**src/rtl/assert_macros.svh**
```systemverilog
// Assertion macros shared by the rasterizer RTL.
// Depends on nothing; included by files that carry concurrent checks.
`ifndef ASSERT_MACROS_SVH
`define ASSERT_MACROS_SVH

// Same-cycle implication, disabled while reset is asserted (active low).
`define ALR_ASSERT_IMPLIES(lbl, clk, rstn, ante, cons) \
    lbl: assert property (@(posedge clk) disable iff (!(rstn)) (ante) |-> (cons)) \
        else $error("rasterizer check failed");

// Next-cycle implication, disabled while reset is asserted (active low).
`define ALR_ASSERT_NEXT(lbl, clk, rstn, ante, cons) \
    lbl: assert property (@(posedge clk) disable iff (!(rstn)) (ante) |=> (cons)) \
        else $error("rasterizer check failed");

`endif

```
**src/rtl/alr_pkg.sv**
```systemverilog
// Shared types and constants for the antialiased line rasterizer.
// No dependencies; imported by every rasterizer module.
package alr_pkg;

    // Item actions
    localparam logic [1:0] ACT_WRITE  = 2'd0;
    localparam logic [1:0] ACT_LINE   = 2'd1;
    localparam logic [1:0] ACT_READ   = 2'd2;
    localparam logic [1:0] ACT_IGNORE = 2'd3;

    // Result kinds
    localparam logic KIND_READ = 1'b0;
    localparam logic KIND_LINE = 1'b1;

    // Configuration register index (paddr bit 2)
    localparam logic REG_WIDTH  = 1'b0;
    localparam logic REG_HEIGHT = 1'b1;

    // Plot coordinate sources
    localparam logic [1:0] PSRC_PIXEL = 2'd0;
    localparam logic [1:0] PSRC_SOLID = 2'd1;
    localparam logic [1:0] PSRC_WU    = 2'd2;

    // Solid run x direction
    localparam logic [1:0] DIR_HOLD = 2'd0;
    localparam logic [1:0] DIR_INC  = 2'd1;
    localparam logic [1:0] DIR_DEC  = 2'd2;

    localparam int COORD_W = 10;      // signed plot coordinate
    localparam int DIM_W   = 13;      // frame dimension, covers 4096
    localparam logic [16:0] ACC_LIMIT  = 17'h0ffff;
    localparam logic [7:0]  ALPHA_FULL = 8'hff;

    typedef logic signed [COORD_W-1:0] coord_t;

    typedef struct packed {
        logic       latch_in;
        logic       line_setup;
        logic       step_load;
        logic [1:0] plot_src;
        logic [1:0] plot_idx;
        logic       addr_calc;
        logic       clip_en;
        logic       mem_rd;
        logic       mem_wr;
        logic       wr_mix;
        logic       mix;
        logic       solid_adv;
        logic       wu_adv;
        logic       out_load;
        logic       out_line;
    } alr_cmd_t;

    typedef struct packed {
        logic is_wu;
        logic div_done;
        logic solid_last;
        logic wu_done;
        logic plot_skip;
        logic plot_in;
        logic plot_full;
        logic out_free;
    } alr_status_t;

endpackage

```
**src/rtl/alr_ctrl.sv**
```systemverilog
// Controller state machine: sequences pixel access, solid runs and Wu walks.
// Depends on alr_pkg; drives the datapath through alr_cmd_t.
module alr_ctrl
    import alr_pkg::*;
(
    input  logic        aclk,
    input  logic        aresetn,
    input  logic        s_valid,
    input  logic [1:0]  s_action,
    output logic        s_ready,
    input  alr_status_t status,
    output alr_cmd_t    cmd
);

    localparam logic [3:0] S_IDLE   = 4'd0;
    localparam logic [3:0] S_SETUP  = 4'd1;
    localparam logic [3:0] S_DIV    = 4'd2;
    localparam logic [3:0] S_WU_CHK = 4'd3;
    localparam logic [3:0] S_ADDR   = 4'd4;
    localparam logic [3:0] S_ACCESS = 4'd5;
    localparam logic [3:0] S_MIX    = 4'd6;
    localparam logic [3:0] S_WRITE  = 4'd7;
    localparam logic [3:0] S_NEXT   = 4'd8;
    localparam logic [3:0] S_RESULT = 4'd9;

    logic [3:0] state_reg, state_next;
    logic [1:0] mode_reg, mode_next;
    logic [1:0] idx_reg, idx_next;
    logic [1:0] act_reg, act_next;

    // Next state and command decode
    always_comb begin
        state_next = state_reg;
        mode_next  = mode_reg;
        idx_next   = idx_reg;
        act_next   = act_reg;
        cmd        = '0;
        s_ready    = 1'b0;
        unique case (state_reg)
            S_IDLE: begin
                s_ready = 1'b1;
                if (s_valid) begin
                    cmd.latch_in = 1'b1;
                    act_next     = s_action;
                    if (s_action == ACT_WRITE || s_action == ACT_READ) begin
                        mode_next  = PSRC_PIXEL;
                        state_next = S_ADDR;
                    end else if (s_action == ACT_LINE) begin
                        state_next = S_SETUP;
                    end
                end
            end
            S_SETUP: begin
                cmd.line_setup = 1'b1;
                if (status.is_wu) begin
                    mode_next  = PSRC_WU;
                    state_next = S_DIV;
                end else begin
                    mode_next  = PSRC_SOLID;
                    state_next = S_ADDR;
                end
            end
            S_DIV: begin
                if (status.div_done) begin
                    cmd.step_load = 1'b1;
                    state_next    = S_WU_CHK;
                end
            end
            S_WU_CHK: begin
                idx_next   = 2'd0;
                state_next = status.wu_done ? S_RESULT : S_ADDR;
            end
            S_ADDR: begin
                cmd.addr_calc = 1'b1;
                cmd.plot_src  = mode_reg;
                cmd.plot_idx  = idx_reg;
                cmd.clip_en   = mode_reg != PSRC_PIXEL;
                state_next    = S_ACCESS;
            end
            S_ACCESS: begin
                priority if (mode_reg == PSRC_PIXEL) begin
                    if (act_reg == ACT_READ) begin
                        cmd.mem_rd = 1'b1;
                        state_next = S_RESULT;
                    end else begin
                        cmd.mem_wr = status.plot_in;
                        state_next = S_IDLE;
                    end
                end else if (status.plot_skip || !status.plot_in) begin
                    state_next = S_NEXT;
                end else if (status.plot_full) begin
                    cmd.mem_wr = 1'b1;
                    state_next = S_NEXT;
                end else begin
                    cmd.mem_rd = 1'b1;
                    state_next = S_MIX;
                end
            end
            S_MIX: begin
                cmd.mix    = 1'b1;
                state_next = S_WRITE;
            end
            S_WRITE: begin
                cmd.mem_wr = 1'b1;
                cmd.wr_mix = 1'b1;
                state_next = S_NEXT;
            end
            S_NEXT: begin
                if (mode_reg == PSRC_SOLID) begin
                    if (status.solid_last) begin
                        state_next = S_RESULT;
                    end else begin
                        cmd.solid_adv = 1'b1;
                        state_next    = S_ADDR;
                    end
                end else if (idx_reg == 2'd3) begin
                    cmd.wu_adv = 1'b1;
                    state_next = S_WU_CHK;
                end else begin
                    idx_next   = idx_reg + 2'd1;
                    state_next = S_ADDR;
                end
            end
            S_RESULT: begin
                if (status.out_free) begin
                    cmd.out_load = 1'b1;
                    cmd.out_line = mode_reg != PSRC_PIXEL;
                    state_next   = S_IDLE;
                end
            end
            default: state_next = S_IDLE;
        endcase
    end

    always_ff @(posedge aclk) begin
        if (!aresetn) begin
            state_reg <= S_IDLE;
            mode_reg  <= PSRC_PIXEL;
            idx_reg   <= '0;
            act_reg   <= ACT_WRITE;
        end else begin
            state_reg <= state_next;
            mode_reg  <= mode_next;
            idx_reg   <= idx_next;
            act_reg   <= act_next;
        end
    end

endmodule

```
**config.mk**
```make
export PLATFORM = sky130hd
export DESIGN_NAME = alr_ctrl
export DESIGN_NICKNAME = d
export VERILOG_FILES = /design/src/rtl/assert_macros.svh /design/src/rtl/alr_pkg.sv /design/src/rtl/alr_ctrl.sv
export SDC_FILE = /design/constraint.sdc
export NUM_CORES = 1
export LEC_CHECK = 0
export BUFFER_PORTS_ARGS = -buffer_cell sky130_fd_sc_hd__buf_2
export CAP_MARGIN = 40
export CORE_AREA = 3 3 48 50
export CTS_BUF_LIST = sky130_fd_sc_hd__clkbuf_8 sky130_fd_sc_hd__clkbuf_16
export DETAILED_ROUTE_END_ITERATION = 8
export DIE_AREA = 0 0 51 53
export PLACE_DENSITY = 0.71
export SYNTH_ARGS = -nofsm -noshare
export SYNTH_HDL_FRONTEND = slang
export SYNTH_SLANG_ARGS = --single-unit
```
**constraint.sdc**
```tcl
create_clock -name aclk -period 1.51 [get_ports aclk]
set_input_delay 0.151 -clock aclk [delete_from_list [all_inputs] [get_ports aclk]]
set_output_delay 0.151 -clock aclk [all_outputs]
set_load 0.01 [all_outputs]
```
After elaboration in Yosys (flattened, before gate mapping)
Index checks and enable logic that the tools add are counted.

cells by class
  add/sub/neg operators = 1
  equal/unequal tests = 21
  multiplexer cells = 46
  reduce and logical (&&, ||, !) cells = 13

operators with widths
  kind                                                              number
  4-bit 2-to-1 mux                                                  12
  4-bit one-hot mux with 10 select lines                            1
  2-bit 2-to-1 mux                                                  10
  1-bit 2-to-1 mux                                                  17
  4-bit by 3-bit == test with 1-bit output (second input constant)  4
  2-bit inequality test (second input constant)                     6
  4-bit by 2-bit == test with 1-bit output (second input constant)  2
  4-bit == test (second input constant)                             2
  2-bit one-hot mux with 2 select lines                             2
  2-bit == test (second input constant)                             3
  3-bit 2-to-1 mux                                                  2
  6-bit 2-to-1 mux                                                  1
  3-bit AND reduction                                               2
  2-bit nonzero test                                                3
  2-bit by 1-bit == test with 1-bit output (second input constant)  2
  4-bit by 1-bit == test with 1-bit output (second input constant)  1
  2-bit logical NOT                                                 2
  4-bit logical NOT                                                 1
  4-bit AND reduction                                               1
  3-bit inequality test (second input constant)                     1
  2-bit by 1-bit adder with 2-bit output (second input constant)    1
  1-bit logical OR                                                  2
  1-bit one-hot mux with 2 select lines                             1
  2-bit AND reduction                                               1
  1-bit logical NOT                                                 1

storage, ports and cells
  flip-flop bits (word level) = 10
  input port bits = 13
  output and inout bits = 18

Depth between registers and ports, before layout
  depth in word-level cells = 5
  mapped depth = 6
  gate-level depth less buffers = 5

Worst setup path after synthesis
No wires, ideal clock.

  path type = register to register
  from = register state_reg[1]
  to = register state_reg[0]
  library setup time = 0.126 ns
  arrival time = 1.543 ns
  path slack = -0.160 ns
  cell stages (with the launch flop) = 6
  period minus slack after synthesis = 1.670 ns
  cells stage by stage = dfxtp_1 -> buf_2 -> nor4_1 -> nand3_1 -> o2111ai_1 -> o21ai_0

between the ends
  word-level cells in the longest chain between the ends = 3
  elaborated cells between the ends (all ways) = 16
  those cells by class = eq/ne: 13; mux: 1; reduce/logical: 2

ends and longest elaborated chain
  item                                                                                    line             text
  start, declared                                                                         alr_ctrl.sv:26   logic [3:0] state_reg, state_next;
  start signal, assigned                                                                  alr_ctrl.sv:142  state_reg <= state_next;
  4-bit by 2-bit == test with 1-bit output (tied with other cells)                        alr_ctrl.sv:39   unique case (state_reg)
  2-bit inequality test (no source line) / 3-bit inequality test (equally long branches)  -
  4-bit AND reduction (no source line)                                                    -

Parallel ways exist; a longest one is shown, timed or not.
A chain may end at the register's enable or synchronous reset.

==> results.sh <==
export IMPL_synth_top_family_by_area="simple AND/OR/NAND/NOR gates"
export IMPL_cts_sinks=10
export IMPL_port_buffers=30
export IMPL_die_area_mm2=0.002703
export IMPL_worst_slack_ns=-0.1278
export IMPL_drv_slew=0
export IMPL_ys_flop_type="dfxtp_1"
export IMPL_die_h_um=53
export IMPL_coreArea_mm2=0.001942
export IMPL_cts_max_level=1
export IMPL_cts_path_max_buffers=2
export IMPL_clk_latency_ns=0.24
export IMPL_drc=0
export IMPL_drive_gt1_frac=0.5515
export IMPL_wl_per_cell_um=16.65
export IMPL_dp_slack_ns=-0.06232
export IMPL_ys_ff_latch=10
export IMPL_cp_required_ns=1.36
export IMPL_hold_class="in2reg"
export IMPL_netlist_area_um2=800.8
export IMPL_ys_types=35
export IMPL_grt_pass1_vias=1024
export IMPL_fin_crit_ns=1.638
export IMPL_r2r_cells=3
export IMPL_worst_slew_pin_slew_ns=0.3864
export IMPL_ios=31
export IMPL_rsz0062_at_grt="true"
export IMPL_fin_util=0.7616
export IMPL_synth_compound_area_frac=0.1937
export IMPL_hold_viol_final=0
export IMPL_drv_cap=0
export IMPL_viasPerCell=5.766
export IMPL_numCtsBuffers=3
export IMPL_holdBufCountCts=0
export IMPL_grt_max_degree=11
export IMPL_status="complete, but fails checks"
export IMPL_dp_hpwl_um=2010
export IMPL_syn_num_nets=123
export IMPL_cts_tree="built"
export IMPL_num_vias=1107
export IMPL_nNetsFinal=180
export IMPL_holdPathEnd="act_reg[1]$_SDFFE_PN0P_"
export IMPL_syn_to_final_growth_pct=84.69
export IMPL_reg2reg_slack_ns=-0.12
export IMPL_setup_violations=17
export IMPL_ant_nets=0
export IMPL_synth_mux_area_frac=0.02500
export IMPL_grt_pass1_wl_um=4512
export IMPL_irDropWorstVdd_mv=0.6690
export IMPL_grt_ovfl_total=0
export IMPL_largest_reg_flops=4
export IMPL_antenna_found_initial=0
export IMPL_clkSlewWorstSetupHoldPaths_ns=0.06
export IMPL_dr_first_iter_drc_count=29
export IMPL_min_delay_start="s_action[1]"
export IMPL_synthArstFlopShare=0
export IMPL_crit_fanout=10
export IMPL_violations="negative setup slack"
export IMPL_r2r_start="state_reg[0]$_SDFFE_PN0P_"
export IMPL_gp_congestion=0.8288
export IMPL_power_density_mw_per_mm2=779.3
export IMPL_syn_avg_cell_area_um2=7.346
export IMPL_postSynthCellCount=109
export IMPL_reg2reg_to="idx_reg[0]$_SDFFE_PN0P_"
export IMPL_yosysWarnings=0
export IMPL_die_x_um=51
export IMPL_synth_adder_area_share=0.01563
export IMPL_cp_end_kind="primary output"
export IMPL_finalSetupTns_ns=-1.224
export IMPL_path_class="reg2out"
export IMPL_drtPass1Iterations=4
export IMPL_synth_edff_count=0
export IMPL_final_cells=192
export IMPL_dp_cells=175
export IMPL_hold_path_cell_count=3
export IMPL_p_leak_nw=0.6380
export IMPL_cts_root_buf="clkbuf_8"
export IMPL_routed_wl_um=3197
export IMPL_synthXorXnorAreaFrac=0
export IMPL_period_share=1.085
export IMPL_yosysSeqAreaShare=0.2500
export IMPL_slew_headroom=0.7419
export IMPL_fin_skew_ns=0.007434
export IMPL_grt_usage=0.2254
export IMPL_initial_core_util=0.4124
export IMPL_fmax_mhz=610.6
export IMPL_critPathLaunchType="register"
export IMPL_rows=16
export IMPL_diodes=0
export IMPL_worstPathArrival_ns=1.49
export IMPL_synthSimpleGateAreaFrac=0.4453
[Yosys cell counts, types with 2 or more instances]
cell | instances | area, um^2
buf_2 | 3 | 15.01
nor4_1 | 2 | 12.51
clkbuf_1 | 2 | 7.510
o21ai_0 | 5 | 25.02
a32oi_1 | 2 | 17.52
nand2_1 | 11 | 41.29
nand2b_1 | 2 | 12.51
mux2i_1 | 2 | 20.02
dfxtp_1 | 10 | 200.2
a31oi_1 | 4 | 25.02
nor4b_1 | 3 | 26.28
nor3b_1 | 3 | 22.52
nor4bb_1 | 2 | 20.02
a21oi_1 | 7 | 35.03
nor2b_1 | 5 | 31.28
and2_1 | 6 | 37.54
nor3_1 | 7 | 35.03
nand3_1 | 4 | 20.02
or3_1 | 2 | 12.51
inv_1 | 6 | 22.52
nor2_1 | 7 | 26.28
[kinds of logic after synthesis]
kind of cell,count (synthesis)
flops,10
mux,2
fa+ha+maj,1
buf+inv,12
compound gates,24
simple gates,60
[worst max-delay path: stages (launching register included)]
cell and delay [ns]:
dfxtp_4 0.36, buf_8 0.15, nand4bb_4 0.23, o32ai_2 0.32, buf_2 0.18
[where the power goes]
group / switching [mW] / internal, mW / total (mW)
Sequential: 0.0282 / 0.285 / 0.314
Combinational: 0.236 / 0.255 / 0.491
Clock: 0.118 / 0.230 / 0.348
[per-stage QoR]
stage | area, um^2 | hold slack (ns) | power [mW]
3_5_place_dp | 1076 | 0.4097 | 0.6157
3_3_place_gp | 1076 | 0.4158 | 0.6051
2_1_floorplan | 813.3 | 0.2596 | 0.4867
6_report | 1479 | 0.1748 | 1.152
5_1_grt | 1479 | 0.2057 | 1.204
4_1_cts | 1276 | 0.1627 | 1.039
[worst max path at each step]
stage	cells past startpoint	slack, ns	start	endpoint
after global routing	4	-0.21	mode_reg[1]$_SDFFE_PN0P_	cmd[6]
after floorplan	4	-0.06	state_reg[0]$_SDFFE_PN0P_	idx_reg[0]$_SDFFE_PN0P_
after global placement	5	0.03	state_reg[2]$_SDFFE_PN0P_	state_reg[0]$_SDFFE_PN0P_
final	4	-0.13	state_reg[1]$_SDFFE_PN0P_	cmd[6]
after detailed placement	5	-0.06	idx_reg[0]$_SDFFE_PN0P_	idx_reg[0]$_SDFFE_PN0P_
after CTS	5	-0.08	state_reg[3]$_SDFFE_PN0P_	cmd[0]
[layout by cell type (no fill, tap or decap), drive strengths merged]
cell type,count
or3,2
nor2b,5
nor2,7
or4,2
nand3b,1
dfxtp,10
nor3b,3
nand3,4
a41oi,1
a31oi,4
a2bb2oi,1
mux2i,2
nor4b,4
nand4,1
nor4bb,2
a21o,1
nor4,2
ha,1
clkbuf,4
nor3,7
and2,6
nand2,11
a32oi,2
nand2b,2
o2111ai,1
nand4bb,1
buf,58
o32ai,1
inv,6
a21oi,7
o211a,1
o21ai,5
[layer usage]
metal  track usage  wire, um  vias to the layer above
met3       0.04507       185                       10
met1        0.2487      1231                      534
met2        0.4249      1732                       45
li1              -         -                      518
met5             0         0                        -
met4       0.07623        47                        0
[area by class of cell]
class,count,area (um^2)
multi-input cells,87,719.4
fillers,141,462.9
repair buffers,58,434.2
flip-flops and latches,10,214.0
clock buffers,4,55.05
well taps,27,33.78
inverters,6,22.52
[repair_timing]
action                                  in CTS  in global routing
endpoints found under the setup margin      19                 23
cloned                                       1                  0
setup buffers                                7                  5
resized for setup                           20                 32
pin swaps                                    6                 13
(Power assumes the default switching activity.)
